--- src/sv/fds_pkg.sv ---
// ---------------------------------------------------------------------------
// fds_pkg
// Shared types and constants of the FAT directory name search block.
// ---------------------------------------------------------------------------
`default_nettype none

package fds_pkg;

    // Directory entry layout
    localparam logic [7:0] END_MARK     = 8'h00;
    localparam logic [7:0] DELETED_MARK = 8'hE5;
    localparam logic [4:0] CLUSTER_LO   = 5'h1A;
    localparam logic [4:0] CLUSTER_HI   = 5'h1B;
    localparam logic [4:0] SIZE_LO      = 5'h1C;
    localparam logic [4:0] ENTRY_LAST   = 5'h1F;
    localparam logic [4:0] NAME_BYTES   = 5'd11;
    localparam int         NAME_BITS    = 88;

    // Configuration register indexes
    localparam logic REG_NAME_BASE = 1'b0;
    localparam logic REG_NAME_EXT  = 1'b1;

    // Search outcome codes
    typedef enum logic [1:0] {
        OUTCOME_FOUND     = 2'd0,
        OUTCOME_END       = 2'd1,
        OUTCOME_EXHAUSTED = 2'd2
    } outcome_t;

    // One search result
    typedef struct packed {
        outcome_t    outcome;
        logic [15:0] start_cluster;
        logic [31:0] file_length;
        logic [7:0]  entry_number;
    } fds_result_t;

endpackage

`default_nettype wire

--- src/sv/fds_scan.sv ---
// ---------------------------------------------------------------------------
// fds_scan
// Per-byte directory scan: offset and entry counters, name compare,
// cluster and size gathering, result decision.
// ---------------------------------------------------------------------------
`default_nettype none

module fds_scan
    import fds_pkg::*;
#(
    parameter int MAX_ENTRIES = 224
)
(
    input  wire logic                 clk,
    input  wire logic                 rst_n,
    input  wire logic                 advance,
    input  wire logic [7:0]           dir_byte,
    input  wire logic                 first_byte,
    input  wire logic [NAME_BITS-1:0] name_all,
    output logic                      res_valid,
    output fds_result_t               res
);

    localparam logic [7:0] LAST_ENTRY = 8'(MAX_ENTRIES - 1);

    logic [4:0]  offset_reg, offset_next;
    logic [7:0]  count_reg, count_next;
    logic        match_reg, match_next;
    logic        skip_reg, skip_next;
    logic        finished_reg, finished_next;
    logic [15:0] cluster_reg, cluster_next;
    logic [31:0] size_reg, size_next;

    logic [7:0]  name_chars [16];

    // Split the configured name into characters, first character at index 0
    always_comb
    begin
        for (int i = 0; i < 16; i++)
        begin
            if (i < 11)
            begin
                name_chars[i] = name_all[NAME_BITS - 1 - 8 * i -: 8];
            end
            else
            begin
                name_chars[i] = 8'h00;
            end
        end
    end

    // Next state and result for the byte being transferred
    always_comb
    begin
        logic [4:0] off;
        logic [7:0] cnt;
        logic       fin;
        offset_next   = offset_reg;
        count_next    = count_reg;
        match_next    = match_reg;
        skip_next     = skip_reg;
        finished_next = finished_reg;
        cluster_next  = cluster_reg;
        size_next     = size_reg;
        res_valid     = 1'b0;
        res           = '{outcome: OUTCOME_END, start_cluster: 16'h0000,
                          file_length: 32'h0000_0000, entry_number: 8'h00};
        off = first_byte ? 5'd0 : offset_reg;
        cnt = first_byte ? 8'd0 : count_reg;
        fin = first_byte ? 1'b0 : finished_reg;

        if (advance)
        begin
            offset_next   = off;
            count_next    = cnt;
            finished_next = fin;
            res.entry_number = cnt;

            if (!fin)
            begin
                // Open a new entry
                if (off == 5'd0)
                begin
                    match_next   = 1'b1;
                    skip_next    = (dir_byte == DELETED_MARK);
                    cluster_next = 16'h0000;
                    size_next    = 32'h0000_0000;
                end

                // Compare name characters
                if (off < NAME_BYTES && dir_byte != name_chars[off[3:0]])
                begin
                    match_next = 1'b0;
                end

                // Gather little-endian cluster and size
                if (off == CLUSTER_LO)
                begin
                    cluster_next[7:0] = dir_byte;
                end
                if (off == CLUSTER_HI)
                begin
                    cluster_next[15:8] = dir_byte;
                end
                if (off >= SIZE_LO)
                begin
                    unique case (off[1:0])
                        2'd0:    size_next[7:0]   = dir_byte;
                        2'd1:    size_next[15:8]  = dir_byte;
                        2'd2:    size_next[23:16] = dir_byte;
                        default: size_next[31:24] = dir_byte;
                    endcase
                end

                // Decide the outcome
                if (off == 5'd0 && dir_byte == END_MARK)
                begin
                    res_valid     = 1'b1;
                    res.outcome   = OUTCOME_END;
                    finished_next = 1'b1;
                end
                else if (off == ENTRY_LAST)
                begin
                    offset_next = 5'd0;
                    if (match_next && !skip_next)
                    begin
                        res_valid         = 1'b1;
                        res.outcome       = OUTCOME_FOUND;
                        res.start_cluster = cluster_next;
                        res.file_length   = size_next;
                        finished_next     = 1'b1;
                    end
                    else if (cnt >= LAST_ENTRY)
                    begin
                        res_valid     = 1'b1;
                        res.outcome   = OUTCOME_EXHAUSTED;
                        finished_next = 1'b1;
                    end
                    else
                    begin
                        count_next = cnt + 8'd1;
                    end
                end
                else
                begin
                    offset_next = off + 5'd1;
                end
            end
        end
    end

    // Control state
    always_ff @(posedge clk or negedge rst_n)
    begin
        if (!rst_n)
        begin
            offset_reg   <= 5'd0;
            count_reg    <= 8'd0;
            match_reg    <= 1'b1;
            skip_reg     <= 1'b0;
            finished_reg <= 1'b1;
            cluster_reg  <= 16'h0000;
            size_reg     <= 32'h0000_0000;
        end
        else
        begin
            offset_reg   <= offset_next;
            count_reg    <= count_next;
            match_reg    <= match_next;
            skip_reg     <= skip_next;
            finished_reg <= finished_next;
            cluster_reg  <= cluster_next;
            size_reg     <= size_next;
        end
    end

    // A result always closes the search
    a_result_finishes: assert property (@(posedge clk) disable iff (!rst_n)
        res_valid |=> finished_reg)
        else $error("search still open after a result");

    // The entry counter never passes the last entry
    a_count_bound: assert property (@(posedge clk) disable iff (!rst_n)
        count_reg <= LAST_ENTRY)
        else $error("entry counter beyond the last entry");

    // A result only comes with a byte that advances
    a_result_on_advance: assert property (@(posedge clk) disable iff (!rst_n)
        res_valid |-> advance)
        else $error("result without an advancing byte");

endmodule

`default_nettype wire

--- src/sv/fds_out_buf.sv ---
// ---------------------------------------------------------------------------
// fds_out_buf
// Two-slot result buffer: output register plus skid slot, so the scan
// keeps taking bytes while a result waits.
// ---------------------------------------------------------------------------
`default_nettype none

module fds_out_buf
    import fds_pkg::*;
(
    input  wire logic  clk,
    input  wire logic  rst_n,
    input  wire logic  push,
    input  wire fds_result_t push_data,
    output logic       room,
    output logic       out_valid,
    input  wire logic  out_ready,
    output fds_result_t out_data
);

    logic [1:0]  count_reg, count_next;
    fds_result_t slot0_reg, slot0_next;
    fds_result_t slot1_reg, slot1_next;
    logic        pop;

    assign pop       = out_valid && out_ready;
    assign out_valid = (count_reg != 2'd0);
    assign out_data  = slot0_reg;
    assign room      = (count_reg != 2'd2);

    // Shift on transfer out, fill the first free slot on push
    always_comb
    begin
        count_next = count_reg;
        slot0_next = slot0_reg;
        slot1_next = slot1_reg;
        if (pop)
        begin
            slot0_next = slot1_reg;
        end
        if (push)
        begin
            if (count_reg == 2'd0 || (count_reg == 2'd1 && pop))
            begin
                slot0_next = push_data;
            end
            else
            begin
                slot1_next = push_data;
            end
        end
        count_next = count_reg + 2'(push) - 2'(pop);
    end

    always_ff @(posedge clk or negedge rst_n)
    begin
        if (!rst_n)
        begin
            count_reg <= 2'd0;
        end
        else
        begin
            count_reg <= count_next;
        end
    end

    always_ff @(posedge clk)
    begin
        slot0_reg <= slot0_next;
        slot1_reg <= slot1_next;
    end

    // Never push into a full buffer
    a_no_overflow: assert property (@(posedge clk) disable iff (!rst_n)
        push |-> room)
        else $error("result pushed into a full buffer");

    // Fill level stays within two slots
    a_count_range: assert property (@(posedge clk) disable iff (!rst_n)
        count_reg != 2'd3)
        else $error("result buffer fill level out of range");

    // A full buffer always offers a result
    a_full_offers: assert property (@(posedge clk) disable iff (!rst_n)
        !room |-> out_valid)
        else $error("full result buffer not offering a result");

endmodule

`default_nettype wire

--- src/sv/fat_directory_name_search.sv ---
// ---------------------------------------------------------------------------
// fat_directory_name_search
// Scans FAT root directory bytes for one configured 8.3 name and reports
// start cluster and file size, end of directory, or exhaustion.
// ---------------------------------------------------------------------------
//  channel   handshake              payload
//  in        in_valid / in_ready    dir_byte, first_byte
//  out       out_valid / out_ready  outcome, start_cluster, file_length,
//                                   entry_number
//  cfg       cfg_wr_en              cfg_index, cfg_data
//
//  One byte per cycle while the result buffer has room: an input register,
//  the scan logic, then a two-slot result buffer. A result enters the
//  buffer as its byte leaves the input register and is offered from there.
//  The two-slot buffer sets the rate under stalls: bytes keep flowing while
//  one result waits, and the input stalls only when both slots hold results.
//  Reset clears the search to idle; a byte with first_byte set starts it.
// ---------------------------------------------------------------------------
`default_nettype none

module fat_directory_name_search
    import fds_pkg::*;
#(
    parameter int MAX_ENTRIES = 224
)
(
    input  wire logic        clk,
    input  wire logic        rst_n,
    input  wire logic        in_valid,
    output logic             in_ready,
    input  wire logic [7:0]  dir_byte,
    input  wire logic        first_byte,
    output logic             out_valid,
    input  wire logic        out_ready,
    output logic [1:0]       outcome,
    output logic [15:0]      start_cluster,
    output logic [31:0]      file_length,
    output logic [7:0]       entry_number,
    input  wire logic        cfg_wr_en,
    input  wire logic        cfg_index,
    input  wire logic [63:0] cfg_data
);

    logic [63:0] name_base_reg;
    logic [23:0] name_ext_reg;
    logic        stage_valid_reg;
    logic [7:0]  stage_byte_reg;
    logic        stage_first_reg;
    logic        room;
    logic        advance;
    logic        res_valid;
    fds_result_t res;
    fds_result_t out_data;

    // Configuration registers
    always_ff @(posedge clk or negedge rst_n)
    begin
        if (!rst_n)
        begin
            name_base_reg <= 64'h0;
            name_ext_reg  <= 24'h0;
        end
        else if (cfg_wr_en)
        begin
            unique case (cfg_index)
                REG_NAME_BASE: name_base_reg <= cfg_data;
                REG_NAME_EXT:  name_ext_reg  <= cfg_data[23:0];
            endcase
        end
    end

    // Input register: advance when the result buffer has room
    assign advance  = stage_valid_reg && room;
    assign in_ready = !stage_valid_reg || room;

    always_ff @(posedge clk or negedge rst_n)
    begin
        if (!rst_n)
        begin
            stage_valid_reg <= 1'b0;
        end
        else if (in_ready)
        begin
            stage_valid_reg <= in_valid;
        end
    end

    always_ff @(posedge clk)
    begin
        if (in_ready && in_valid)
        begin
            stage_byte_reg  <= dir_byte;
            stage_first_reg <= first_byte;
        end
    end

    fds_scan #(
        .MAX_ENTRIES (MAX_ENTRIES)
    ) u_scan (
        .clk        (clk),
        .rst_n      (rst_n),
        .advance    (advance),
        .dir_byte   (stage_byte_reg),
        .first_byte (stage_first_reg),
        .name_all   ({name_base_reg, name_ext_reg}),
        .res_valid  (res_valid),
        .res        (res)
    );

    fds_out_buf u_out_buf (
        .clk       (clk),
        .rst_n     (rst_n),
        .push      (res_valid),
        .push_data (res),
        .room      (room),
        .out_valid (out_valid),
        .out_ready (out_ready),
        .out_data  (out_data)
    );

    // Drive result ports
    assign outcome       = out_data.outcome;
    assign start_cluster = out_data.start_cluster;
    assign file_length   = out_data.file_length;
    assign entry_number  = out_data.entry_number;

endmodule

`default_nettype wire

--- config.mk ---
export PLATFORM = sky130hd
export DESIGN_NAME = fat_directory_name_search
export DESIGN_NICKNAME = d
export VERILOG_FILES = /design/src/sv/fds_pkg.sv /design/src/sv/fds_scan.sv /design/src/sv/fds_out_buf.sv /design/src/sv/fat_directory_name_search.sv
export SDC_FILE = /design/constraint.sdc
export NUM_CORES = 1
export LEC_CHECK = 0
export ABC_AREA = 1
export BUFFER_PORTS_ARGS = -buffer_cell sky130_fd_sc_hd__buf_4
export CORE_ASPECT_RATIO = 1.1
export CORE_MARGIN = 10
export CORE_UTILIZATION = 37
export DETAILED_ROUTE_END_ITERATION = 10
export GPL_TIMING_DRIVEN = 0
export SLEW_MARGIN = 10
export SYNTH_ARGS = -nofsm -noshare
export SYNTH_HDL_FRONTEND = slang
export SYNTH_SLANG_ARGS = --single-unit
--- constraint.sdc ---
create_clock -name clk -period 6.7 [get_ports clk]
set_clock_uncertainty 0.1 [all_clocks]
set_input_delay 1.675 -clock clk [delete_from_list [all_inputs] [get_ports clk]]
set_output_delay 1.675 -clock clk [all_outputs]
set_load 0.005 [all_outputs]
== Yosys cells after proc, flatten, opt, wreduce, memory -nomap -nowiden ==
Cells that the tools add are included.

* Register bits after elaboration: 280
* Bits in latches: 0
* Bits in writable memories: 0
* Memory bits (read-only): 0
* Bits of input ports: 79
* Output and inout port bits: 60
* Logic and storage cells: 115
* Memories: 0

* $add $sub $neg: 4
* $mul: 0
* Divide/modulo/power cells: 0
* $lt $le $gt $ge: 4
* Eq/ne operators: 9
* Shifts and indexed selects: 0
* Multiplexer cells: 52
* Bitwise logic cells: 4
* Reductions and logical operators: 21

{| class="wikitable"
|+ Operator list
! cell !! count
|-
| 2-to-1 mux 58 bit || 4
|-
| 2-to-1 mux 32 bit || 4
|-
| 2-to-1 mux 8 bit || 14
|-
| 2-to-1 mux 50 bit || 2
|-
| 2-to-1 mux 48 bit || 2
|-
| 2-to-1 mux 16 bit || 3
|-
| binary-select mux 8 bit (select 4 bit) || 1
|-
| 2-to-1 mux 5 bit || 4
|-
| equality test 5 bit, second input constant || 3
|-
| 2-to-1 mux 1 bit || 15
|-
| greater-or-equal comparator 5 bit, second input constant || 2
|-
| adder 8 x 1 -> 8 bit, second input constant || 1
|-
| equality test 8 bit, second input constant || 1
|-
| greater-or-equal comparator 8 bit, second input constant || 1
|-
| logical NOT 8 bit || 1
|-
| != test 8 bit || 1
|-
| AND reduction 2 bit || 4
|-
| logical AND 1 bit || 7
|-
| 2-to-1 mux 2 bit || 3
|-
| adder 5 x 1 -> 5 bit, second input constant || 1
|-
| logical NOT 5 bit || 1
|-
| < comparator 5 x 4 -> 1 bit, second input constant || 1
|-
| inverter 4 -> 5 bit || 1
|-
| equality test 2 x 1 -> 1 bit, second input constant || 2
|-
| 10 further kinds || 15
|}

== Depth between registers and ports, before layout ==
Gate-level depths: netlist of the first run.

* Word-level depth: 18
* Mapped depth: 27
* Gate-level depth less buffers: 25

== Cells and area by module ==
Synthesis of the first run repeated with hierarchy kept, for this count alone.

* Cell total of the unflattened synthesis: 1741
* Area, all modules: 13661.9 um^2

{| class="wikitable"
|+ By module, submodules not included
! module !! times used !! cells each !! area each (um^2) !! seq. area each (um^2)
|-
| fds_out_buf || 1 || 569 || 4895.9 || 2952.8
|-
| fds_scan || 1 || 772 || 4795.8 || 1604.0
|-
| fat_directory_name_search || 1 || 400 || 3970.1 || 2497.4
|}

== Worst setup path before layout of the first run ==
Ideal clock, no wire load.

* Kind: input-to-reg
* From: input out_ready
* To: register u_out_buf.slot1_reg[0] (netlist bit), enable pin
* Library setup time: 0.474 ns
* Arrival: 4.702 ns
* Required time: 6.126 ns
* Path slack: 1.424 ns
* Cell stages on the path: 4
* Path buffers: 1
* Cells stage by stage: o21ai_1 -> inv_1 -> clkbuf_1 -> nor2_1

* Word-level cells in the longest chain between the ends: 5

{| class="wikitable"
|+ Ends and longest elaborated chain
! element !! RTL line !! RTL
|-
| start, declared || fat_directory_name_search.sv:34 || <nowiki>input wire logic out_ready,</nowiki>
|-
| logical AND 1 bit || fds_out_buf.sv:26 || <nowiki>assign pop = out_valid && out_ready;</nowiki>
|-
| logical AND 1 bit || fds_out_buf.sv:43 || <nowiki>if (count_reg == 2'd0 || (count_reg == 2'd1 && pop))</nowiki>
|-
| logical OR 1 bit || fds_out_buf.sv:43 ||
|-
| inverter 1 bit (no line) || -- ||
|-
| AND reduction 2 bit (no line) || -- ||
|-
| end signal, assigned || fds_out_buf.sv:70 || <nowiki>slot1_reg <= slot1_next;</nowiki>
|-
| end, declared || fds_out_buf.sv:23 || <nowiki>fds_result_t slot1_reg, slot1_next;</nowiki>
|}

Every way passes these cells.
A chain may end at the register's enable or synchronous reset.

== Worst setup path in the final report of the first run ==
* From: register stage_first_reg
* To: register u_out_buf.slot1_reg[17] (netlist bit), enable pin

* Word-level cells in the longest chain between the ends: 17
* Elaborated cells on any way between the ends: 30
* Classes of those cells: 2 x order compare; 2 x eq/ne; 19 x mux; 1 x bitwise; 6 x reduce/logical

{| class="wikitable"
|+ Ends and longest elaborated chain
! element !! RTL line !! RTL
|-
| start, declared || fat_directory_name_search.sv:48 || <nowiki>logic stage_first_reg;</nowiki>
|-
| start signal, assigned || fat_directory_name_search.sv:93 || <nowiki>stage_first_reg <= first_byte;</nowiki>
|-
| 2-to-1 mux 5 bit || fds_scan.sv:68 || <nowiki>off = first_byte ? 5'd0 : offset_reg;</nowiki>
|-
| inverter 4 -> 5 bit (not written as such) || fds_scan.sv:91 || <nowiki>if (off < NAME_BYTES && dir_byte != name_chars[off[3:0]])</nowiki>
|-
| binary-select mux 8 bit (select 4 bit) || fds_scan.sv:91 ||
|-
| 2-to-1 mux 8 bit (not written as such) (2 in series) || fds_scan.sv:91 ||
|-
| != test 8 bit || fds_scan.sv:91 ||
|-
| logical AND 1 bit || fds_scan.sv:91 ||
|-
| 2-to-1 mux 1 bit || fds_scan.sv:91 ||
|-
| 2-to-1 mux 1 bit || fds_scan.sv:79 || <nowiki>if (!fin)</nowiki>
|-
| 2-to-1 mux 1 bit || fds_scan.sv:72 || <nowiki>if (advance)</nowiki>
|-
| logical AND 1 bit || fds_scan.sv:125 || <nowiki>if (match_next && !skip_next)</nowiki>
|-
| 2-to-1 mux 1 bit || fds_scan.sv:125 ||
|-
| 2-to-1 mux 1 bit || fds_scan.sv:122 || <nowiki>else if (off == ENTRY_LAST)</nowiki>
|-
| 2-to-1 mux 1 bit || fds_scan.sv:116 || <nowiki>if (off == 5'd0 && dir_byte == END_MARK)</nowiki>
|-
| 2-to-1 mux 1 bit (*) || fds_scan.sv:79 ||
|-
| 2-to-1 mux 1 bit (*) || fds_scan.sv:72 ||
|-
| AND reduction 2 bit (no line) (*) || -- ||
|}

Every way passes the cells marked *; elsewhere a longest branch is shown, timed or not. The select of a mux whose other input is x is not followed.

==> results of run 1 <==
how the worst max path moves through the flow:
stage	startpoint	end	slack, ps	cells past startpoint
after detailed placement	stage_first_reg$_DFFE_PP_	u_out_buf.slot1_reg[9]$_DFFE_PP_	2100	22
after global routing	stage_first_reg$_DFFE_PP_	u_out_buf.slot1_reg[54]$_DFFE_PP_	1680	22
after CTS	stage_first_reg$_DFFE_PP_	u_out_buf.slot1_reg[17]$_DFFE_PP_	2080	22
after floorplan	out_ready	u_out_buf.slot1_reg[0]$_DFFE_PP_	1420	4
final	stage_first_reg$_DFFE_PP_	u_out_buf.slot1_reg[17]$_DFFE_PP_	2070	22
after global placement	stage_first_reg$_DFFE_PP_	u_out_buf.slot1_reg[10]$_DFFE_PP_	-670	21
through the flow:
step                TNS (ps)  instance area [µm²]  worst slack [ps]  hold WS [ps]  utilization, %
global placement      -38250                15100            -669.8         356.9           41.96
floorplan                  0                13450              1424         344.8               -
detailed placement         0                15160              2103         364.3           42.13
finish                     0                16180              2068         375.6           44.97
CTS                        0                16180              2075         376.2           44.96
global route               0                16180              1683         393.7           44.96
final cells by class:
cell class                 count  area, µm²  area share (%)
timing repair buffer         140       1091           6.742
buffer                        99      455.4           2.815
antenna                        1      2.502         0.01546
sequential                   280       7054           43.59
tap                          487      609.3           3.766
multi-input combinational   1170       5419           33.49
clock buffer                  43      880.8           5.443
clock inverter                12      136.4          0.8428
inverter                     142      533.0           3.294
cells in the final DEF, fill, tap and decap left out, types with 16 or more instances in the layout:
cell type,n
clkbuf_1,63
inv_1,134
nand3_1,100
buf_4,140
edfxtp_1,67
dfrtp_1,153
nor2_1,111
dfxtp_1,58
mux2_2,40
a31oi_1,16
o21ai_0,157
nand4_1,55
clkbuf_16,31
buf_2,21
nand2_1,624
power groups by stage:
stage               Sequential [W]  Clock, W  Combinational, W
CTS                        0.00217   0.00174           0.00200
floorplan                  0.00218         0           0.00119
global route               0.00220   0.00181           0.00224
finish                     0.00216   0.00172           0.00198
global placement           0.00219         0           0.00197
detailed placement         0.00220         0           0.00200
metal layers:
| metal | vias to the layer above | global-route usage [%] | share of wire, % |
|---|---|---|---|
| met2 | 312 | 30.70 | 48 |
| li1 | 5825 | - | - |
| met1 | 5534 | 22.71 | 44 |
| met4 | 2 | 4.638 | 2.2 |
| met5 | - | 0 | 0.050 |
| met3 | 59 | 3.422 | 6.0 |
logic make-up after synthesis:
family	share of synthesized area [%]
AOI/OAI and AO/OA	8.100
xor gates and xnor gates	0.3256
adders and majority gates	0.5580
buffers and inverters	7.347
DFF	52.43
muxes	3.348
and+or+nand+nor	27.89
worst max-delay path, stage by stage (launching register included):
cell and delay, ps:
edfxtp_1 470, inv_2 270, nand2_2 110, inv_2 170, buf_2 300, nand3_1 110, o21ai_1 160, nand2_1 130
nand3_1 100, nand2_1 50, inv_1 40, nand2_1 40, nor2_1 110, nand2_1 100, nand2_2 160, nand3_4 140
nand2_1 140, nand2_2 110, nand2_2 150, nand2_1 120, buf_2 260, nor2_4 660, buf_12 280
==> results.json, run 1 <==
{
  "finalPower_w": 0.005863,
  "r2r_end": "u_out_buf.slot1_reg[17]$_DFFE_PP_",
  "gp_congestion": 0.8721,
  "synth_flop_cell": "dfrtp_1",
  "startpoint_type": "register",
  "synthArstFlopShare_pct": 55.36,
  "io_pins": 139,
  "min_path_type": "reg2reg",
  "yosys.area.top_type": "dfrtp_1",
  "netlist_instances": 1691,
  "power_leakage_nw": 7.484,
  "htreeDepth": 1,
  "crit_type": "reg2reg",
  "drc": 0,
  "path_max_fanout": 31,
  "ys_warn_count": 0,
  "core_area_um2": 35990,
  "nFillCells": 3676,
  "ys_seq_area_share_pct": 52.43,
  "r2r_cells": 22,
  "cts_resized": 0,
  "status": "finished, final reports clean",
  "clockRootBuffer": "clkbuf_16",
  "largest_register_ffs": 64,
  "drive_gt1_share_pct": 14.90,
  "intPower_w": 0.003715,
  "cts_buffers": 30,
  "worstPathArrival_ps": 4780,
  "required_ps": 6850,
  "whs_path_depth": 2,
  "synth_top_area_share_pct": 28.46,
  "post-route-min-period_ps": 4632,
  "instances_no_fill": 2374,
  "synth_commonest_cells": "624 x nand2_1, 157 x o21ai_0, 153 x dfrtp_1, 134 x inv_1, 112 x nor2_1",
  "dr.pass1.iters": 6,
  "grt_setup_unrepaired": "no",
  "fmax_mhz": 215.9,
  "grt_pass1_vias": 11820,
  "pwr-share-clk_pct": 29.3,
  "dp.cells": 2318,
  "end_kind": "register",
  "maxSlewHeadroom_pct": 44.04,
  "flow.area_growth_from_synthesis_pct": 20.27,
  "drv_cap": 0,
  "comb_power_share_pct": 33.8,
  "finalMaxSlewViolations": 0,
  "num_rows": 73,
  "wl_um": 40370,
  "track_usage_pct": 17.89,
  "yosys-top-cells-area": "dfrtp_1 28%, nand2_1 17%, edfxtp_1 15%, dfxtp_1 8.6%, o21ai_0 5.8%",
  "swShare_pct": 36.64,
  "dp_hpwl_um": 30120,
  "yosysMostFrequentCell": "nand2_1",
  "viasPerCell": 4.942,
  "io_buffers": 138,
  "timing_worst_slew_pin_value_ps": 837.5,
  "fin_nets": 1948,
  "chipWidth_um": 201.8,
  "synth-seq-cells": 280,
  "min_period_over_period_pct": 69.13,
  "fp.dieArea_um2": 44400,
  "vias": 11730,
  "die_y_um": 220.0,
  "dr.first_iter.drc_count": 850,
  "cts_num_sinks": 280,
  "peakVddDrop_uv": 254.9,
  "pwr-share-seq_pct": 36.9,
  "antenna_found_initial": 1,
  "clockBufferDepth": 3,
  "wl_per_cell_um": 17.01,
  "grt_max_degree": 88,
  "clk_pin_slew_worst_paths_ps": 70,
  "worstHoldStart": "u_scan.match_reg$_DFFE_PN1P_",
  "grt_overflow": 0,
  "powerDensity_nw_per_um2": 362.3,
  "r2r_start": "stage_first_reg$_DFFE_PP_",
  "antenna_left": 0,
  "synth_fp_nets": 1776,
  "setup_viol": 0,
  "yosys.cell_types.count": 38,
  "synth_area_um2": 13450,
  "r2r_slack_ps": 2070,
  "synth_edf_count": 67,
  "hold_viol": 0,
  "p_switching_w": 0.002148,
  "initial_core_util_pct": 37.39,
  "cts_hold_buf": 0,
  "grt_pass1_wl_um": 64600,
  "post_cts.repair.setup_buffers": 0,
  "tritoncts": "built",
  "min_to": "u_scan.match_reg$_DFFE_PN1P_",
  "postSynthAreaPerCell_um2": 7.956,
  "insertion_delay_ps": 560
}
Note: power is estimated with default switching activity, not from simulation.
==> run 2: changes to the inputs <==
==> constraint.sdc (replaced) <==
create_clock -name clk -period 4.2 [get_ports clk]
set_clock_uncertainty 0.1 [all_clocks]
set_input_delay 1.05 -clock clk [delete_from_list [all_inputs] [get_ports clk]]
set_output_delay 1.05 -clock clk [all_outputs]
set_load 0.005 [all_outputs]
==> results.json, run 2 (synthesis results as in run 1) <==
{
  "cts_buffers": 34,
  "grt_max_degree": 84,
  "antenna_found_initial": 2,
  "nFillCells": 3658,
  "critPathSlowestCell": "edfxtp_1",
  "largest_register_ffs": 64,
  "tritoncts": "built",
  "io_pins": 139,
  "p_switching_w": 0.003501,
  "cts_num_sinks": 280,
  "cts_hold_buf": 0,
  "hold_slack_ps": 373.8,
  "hold_viol": 0,
  "slowest_delay_ps": 500,
  "required_ps": 4250,
  "grt_pass1_vias": 11550,
  "critPathMostFrequentCell": "nand2_1",
  "antenna-diode-count": 0,
  "setup_viol": 0,
  "pwr-share-clk_pct": 30.2,
  "final_util_pct": 45.62,
  "drive_gt1_share_pct": 15.86,
  "dr.first_iter.drc_count": 1037,
  "path_max_fanout": 14,
  "dp.cells": 2318,
  "startpoint_type": "register",
  "drv_cap": 0,
  "end_kind": "register",
  "post-route-min-period_ps": 4015,
  "comb_power_share_pct": 33.8,
  "flow.area_growth_from_synthesis_pct": 22.02,
  "grt_pass1_wl_um": 63990,
  "initial_core_util_pct": 37.39,
  "r2r_end": "u_out_buf.slot1_reg[0]$_DFFE_PP_",
  "min_path_type": "reg2reg",
  "peakVddDrop_uv": 306.7,
  "wl_um": 40660,
  "min_period_over_period_pct": 95.60,
  "regArea_um2": 7054,
  "dr.pass1.iters": 5,
  "setup-tns-final_ps": 0,
  "swShare_pct": 36.57,
  "viasPerCell": 4.965,
  "instances_no_fill": 2391,
  "wl_per_cell_um": 17.00,
  "dp_hpwl_um": 29790,
  "die_y_um": 220.0,
  "num_rows": 73,
  "layout_commonest_cell": "nand2_1",
  "clockRootBuffer": "clkbuf_16",
  "power_leakage_nw": 7.592,
  "pwr-share-seq_pct": 36.1,
  "powerDensity_nw_per_um2": 583.1,
  "r2r_start": "stage_first_reg$_DFFE_PP_",
  "status": "finished, final reports clean",
  "antenna_left": 0,
  "track_usage_pct": 17.89,
  "clk_pin_slew_worst_paths_ps": 60,
  "multi_input_area_um2": 5448,
  "cp_cell_sequence": "clkinv_4, nand2_2, inv_2, clkbuf_4, nand3_1, o21ai_1, nand2_1, nand2_1, nand2_1, nand2_1, nand2_1, nor2_1, nand2_1, nand2_4, nand3_4, nand2_1, nand2_2, nand2_2, nand2_1, buf_6, buf_4, nor2_4",
  "clockBufferDepth": 3,
  "io_buffers": 138,
  "cp-startpoint": "stage_first_reg$_DFFE_PP_",
  "insertion_delay_ps": 520,
  "vias": 11870,
  "gp_congestion": 0.8762,
  "fmax_mhz": 249.1,
  "worstHoldStart": "u_scan.match_reg$_DFFE_PN1P_",
  "worstPathArrival_ps": 4070,
  "r2r_slack_ps": 180,
  "crit_type": "reg2reg",
  "timing_worst_slew_pin_value_ps": 914.0,
  "drc": 0,
  "fp.dieArea_um2": 44400,
  "layout_common_cells": "624 x nand2_1, 157 x o21ai_0, 153 x dfrtp_1",
  "chipWidth_um": 201.8,
  "fin_nets": 1965,
  "htreeDepth": 2,
  "maxSlewHeadroom_pct": 39.07,
  "r2r_cells": 22,
  "core_area_um2": 35990,
  "grt_overflow": 0,
  "intPower_w": 0.006072,
  "finalMaxSlewViolations": 0,
  "endpoint": "u_out_buf.slot1_reg[0]$_DFFE_PP_"
}
[run 2: cell count changes in the layout (fill, tap and decap cells not counted), moves of 2 or more]
cell	before	now
buf_4	140	152
buf_2	21	15
clkbuf_16	31	37
clkbuf_4	0	5
clkbuf_1	63	59
clkinv_1	4	7
nor2_4	2	5
bufinv_16	3	1
clkbuf_2	1	3
clkinvlp_4	1	3
[run 2: timing repair]
action                                  in CTS  in global routing
setup buffers                                2                 10
gates cloned                                 1                  0
endpoints found under the setup margin      59                 60
gates resized for setup                      2                 23
pin swaps                                    1                  2
[run 2: power by group through the flow]
stage / sequential [W] / combinational, W / clock [W]
2_1_floorplan: 0.00347 / 0.00190 / 0
3_3_place_gp: 0.00349 / 0.00314 / 0
3_5_place_dp: 0.00350 / 0.00318 / 0
4_1_cts: 0.00346 / 0.00321 / 0.00293
5_1_grt: 0.00350 / 0.00363 / 0.00305
6_report: 0.00345 / 0.00323 / 0.00289
[run 2: through the flow]
step / worst slack [ps] / power [W] / cell area (µm²)
finish: 184.8 / 0.009572 / 16420
global route: -36.67 / 0.01018 / 16420
CTS: 6.820 / 0.009594 / 16290
detailed placement: -424.2 / 0.006687 / 15160
global placement: -790.2 / 0.006635 / 15110
floorplan: 572.9 / 0.005369 / 13460
[run 2: routing by layer]
metal | share of wire (%) | vias to the layer above | track usage, %
met5 | 0.084 | - | 0
li1 | - | 5867 | -
met1 | 43 | 5523 | 22.68
met2 | 48 | 405 | 30.21
met4 | 2.7 | 4 | 5.766
met3 | 6.8 | 73 | 3.451
[run 2: worst min path at each step]
| stage | slack (ps) | end | cells past startpoint |
|---|---|---|---|
| final | 370 | u_scan.match_reg$_DFFE_PN1P_ | 2 |
| after global routing | 380 | u_scan.match_reg$_DFFE_PN1P_ | 2 |
| after CTS | 370 | u_scan.match_reg$_DFFE_PN1P_ | 2 |
| after detailed placement | 360 | u_scan.match_reg$_DFFE_PN1P_ | 2 |
| after global placement | 360 | u_scan.match_reg$_DFFE_PN1P_ | 2 |
| after floorplan | 340 | u_scan.match_reg$_DFFE_PN1P_ | 2 |
[run 2: final cells by class]
| type | instances | share of cell area (%) |
|---|---|---|
| clock inverters | 14 | 0.5716 |
| plain buffers | 99 | 2.919 |
| flip-flops and latches | 280 | 42.97 |
| repair buffers | 152 | 7.179 |
| well taps | 487 | 3.712 |
| clock buffers | 46 | 6.150 |
| multi-input cells | 1171 | 33.18 |
| inverters | 142 | 3.315 |
[run 2: critical path: cells and delay by family (launching register included)]
| kind | cells | cell delay (ps) |
|---|---|---|
| flip-flops | 1 | 500 |
| AND/OR/NAND/NOR | 16 | 2020 |
| AO/OA/AOI/OAI | 1 | 160 |
| buffers and inverters | 5 | 880 |
==> run 3: changes to the inputs <==
--- a/config.mk
+++ b/config.mk
@@ -5,7 +5,6 @@
 export SDC_FILE = /design/constraint.sdc
 export NUM_CORES = 1
 export LEC_CHECK = 0
-export ABC_AREA = 1
 export BUFFER_PORTS_ARGS = -buffer_cell sky130_fd_sc_hd__buf_4
 export CORE_ASPECT_RATIO = 1.1
 export CORE_MARGIN = 10
==> results.json, run 3 <==
{
  "status": "finished, final reports clean",
  "dr.pass1.iters": 7,
  "cts_num_sinks": 280,
  "yosysMostFrequentCell": "dfrtp_1",
  "htreeDepth": 1,
  "slowest_delay_ps": 680,
  "grt_pass1_vias": 9944,
  "finalPower_w": 0.008904,
  "layout_setup_ws_ps": 226.4,
  "drive_gt1_share_pct": 26.28,
  "grt_overflow": 0,
  "largest_register_ffs": 64,
  "antenna_left": 0,
  "tritoncts": "built",
  "synth-seq-cells": 280,
  "grt_max_degree": 86,
  "core_area_um2": 35220,
  "crit_type": "reg2reg",
  "required_ps": 4350,
  "critPathSlowestCell": "a222oi_1",
  "chipWidth_um": 200.3,
  "flow.area_growth_from_synthesis_pct": 20.38,
  "synth_edf_count": 67,
  "fp.dieArea_um2": 43730,
  "post-route-min-period_ps": 3974,
  "crit_family": "compound AO/OA/AOI/OAI gates",
  "ys_seq_area_share_pct": 53.32,
  "timing_worst_slew_pin_value_ps": 1106,
  "post-place-ws_ps": -429.7,
  "postSynthAreaPerCell_um2": 11.46,
  "finalMaxSlewViolations": 0,
  "insertion_delay_ps": 560,
  "min_path_type": "in2async",
  "yosys-top-cells-area": "dfrtp_1 29%, edfxtp_1 15%, mux2_2 9.8%, dfxtp_1 8.8%, mux2i_1 8.2%",
  "gp_congestion": 0.9213,
  "cts_hold_buf": 0,
  "fin_nets": 1414,
  "wl_per_cell_um": 20.33,
  "setup_viol": 0,
  "min_period_over_period_pct": 94.61,
  "powerDensity_nw_per_um2": 559.1,
  "met3_usage_pct": 2.811,
  "antenna_found_initial": 0,
  "antenna-diode-count": 0,
  "maxSlewHeadroom_pct": 25.69,
  "synth_flop_cell": "dfrtp_1",
  "cp_cell_sequence": "buf_4, o21bai_1, a222oi_1, o21a_1, a211oi_1, a2111o_1, o22ai_2, o21ai_1, nor2_4, buf_12, buf_12",
  "die_y_um": 218.3,
  "critPathMostFrequentCell": "buf_12",
  "grt_util_met2_pct": 26.73,
  "worstPathArrival_ps": 4130,
  "initial_core_util_pct": 37.56,
  "netlist_instances": 1154,
  "clk_pin_slew_worst_paths_ps": 60,
  "drc": 0,
  "dp_hpwl_um": 26880,
  "fmax_mhz": 251.7,
  "track_usage_pct": 16.50,
  "layout_common_cells": "153 x dfrtp_1, 146 x buf_4, 115 x mux2_2",
  "synthArstFlopShare_pct": 55.36,
  "ys_warn_count": 0,
  "path_max_fanout": 26,
  "synth_top_area_share_pct": 28.94,
  "final_area_um2": 15930,
  "end_kind": "register",
  "postPlaceCellArea_um2": 14960,
  "cts_buffers": 29,
  "grt_pass1_wl_um": 58390,
  "synth_fp_nets": 1239,
  "io_buffers": 138,
  "layout_commonest_cell": "dfrtp_1",
  "hold_viol": 0,
  "yosys.cell_types.count": 77,
  "wl_um": 37240,
  "io_pins": 139,
  "clockRootBuffer": "clkbuf_16",
  "power_leakage_nw": 6.890,
  "startpoint_type": "register",
  "use_met1_pct": 22.57,
  "vias": 9807,
  "grt.busiest_layer": "met2",
  "yosys.area.top_type": "dfrtp_1",
  "clockBufferDepth": 3,
  "num_rows": 72,
  "viasPerCell": 5.353,
  "dr.first_iter.drc_count": 702,
  "peakVddDrop_uv": 386.3,
  "drv_cap": 0,
  "synth_area_um2": 13230,
  "hold_slack_ps": 337.5,
  "grt_setup_unrepaired": "no",
  "worst-path-buf-inv": 3,
  "synth_commonest_cells": "153 x dfrtp_1, 115 x mux2_2, 109 x mux2i_1, 83 x nand2_1, 67 x edfxtp_1"
}
## run 3: final timing paths
check,startpoint,to,slack [ps],cells after the start
max,stage_first_reg$_DFFE_PP_,u_out_buf.slot1_reg[40]$_DFFE_PP_,230,11
min,rst_n,name_base_reg[32]$_DFFE_PN0P_,340,1
max reg2reg,stage_first_reg$_DFFE_PP_,u_out_buf.slot1_reg[40]$_DFFE_PP_,230,11
min reg2reg,u_scan.size_reg[4]$_DFFE_PN0P_,u_scan.size_reg[4]$_DFFE_PN0P_,370,2
max in group asynchronous,rst_n,u_scan.finished_reg$_DFFE_PN1P_,2820,2
min in group clk,u_scan.size_reg[4]$_DFFE_PN0P_,u_scan.size_reg[4]$_DFFE_PN0P_,370,2
## run 3: routing by layer
layer  up-vias  wire length [µm]  share of wire, %
met4         0               647               1.7
met1      4834             16950                46
li1       4576                 -                 -
met3        46              2309               6.2
met2       351             17330                47
met5         -                 0                 0
## run 3: what timing repair did
item,CTS,global route
pin swaps,2,1
setup endpoints to repair,118,132
resized for setup,2,5
setup buffers,2,2
## run 3: metrics by stage
step	instances	util (%)	TNS, ps
global placement	1773	42.23	-86360
CTS	1830	45.17	0
floorplan	1154	-	0
finish	1832	45.21	0
global route	1832	45.21	0
detailed placement	1776	42.46	-34820
## run 3: cells by family after synthesis
family / Yosys count / synth area share (%)
xor+xnor: 5 / 0.3310
buf+inv: 149 / 5.098
fa+ha+maj: 6 / 0.5675
flops: 280 / 53.32
mux: 224 / 18.04
compound gates: 219 / 10.85
simple gates: 271 / 11.79
## run 3: layout make-up
class | count | area [µm²]
clock inverters | 15 | 133.9
well taps | 481 | 601.8
flip-flops and latches | 280 | 7054
plain buffers | 81 | 421.7
repair buffers | 145 | 1141
multi-input cells | 725 | 5520
clock buffers | 38 | 800.8
inverters | 67 | 251.5
fillers | 3297 | 19300
## run 3: where the power goes
group          switching, W  leakage, nW  internal, W
Sequential         0.000269         3.19      0.00324
Combinational       0.00158         3.24      0.00127
Clock               0.00108        0.455      0.00146
Total               0.00293         6.89      0.00597
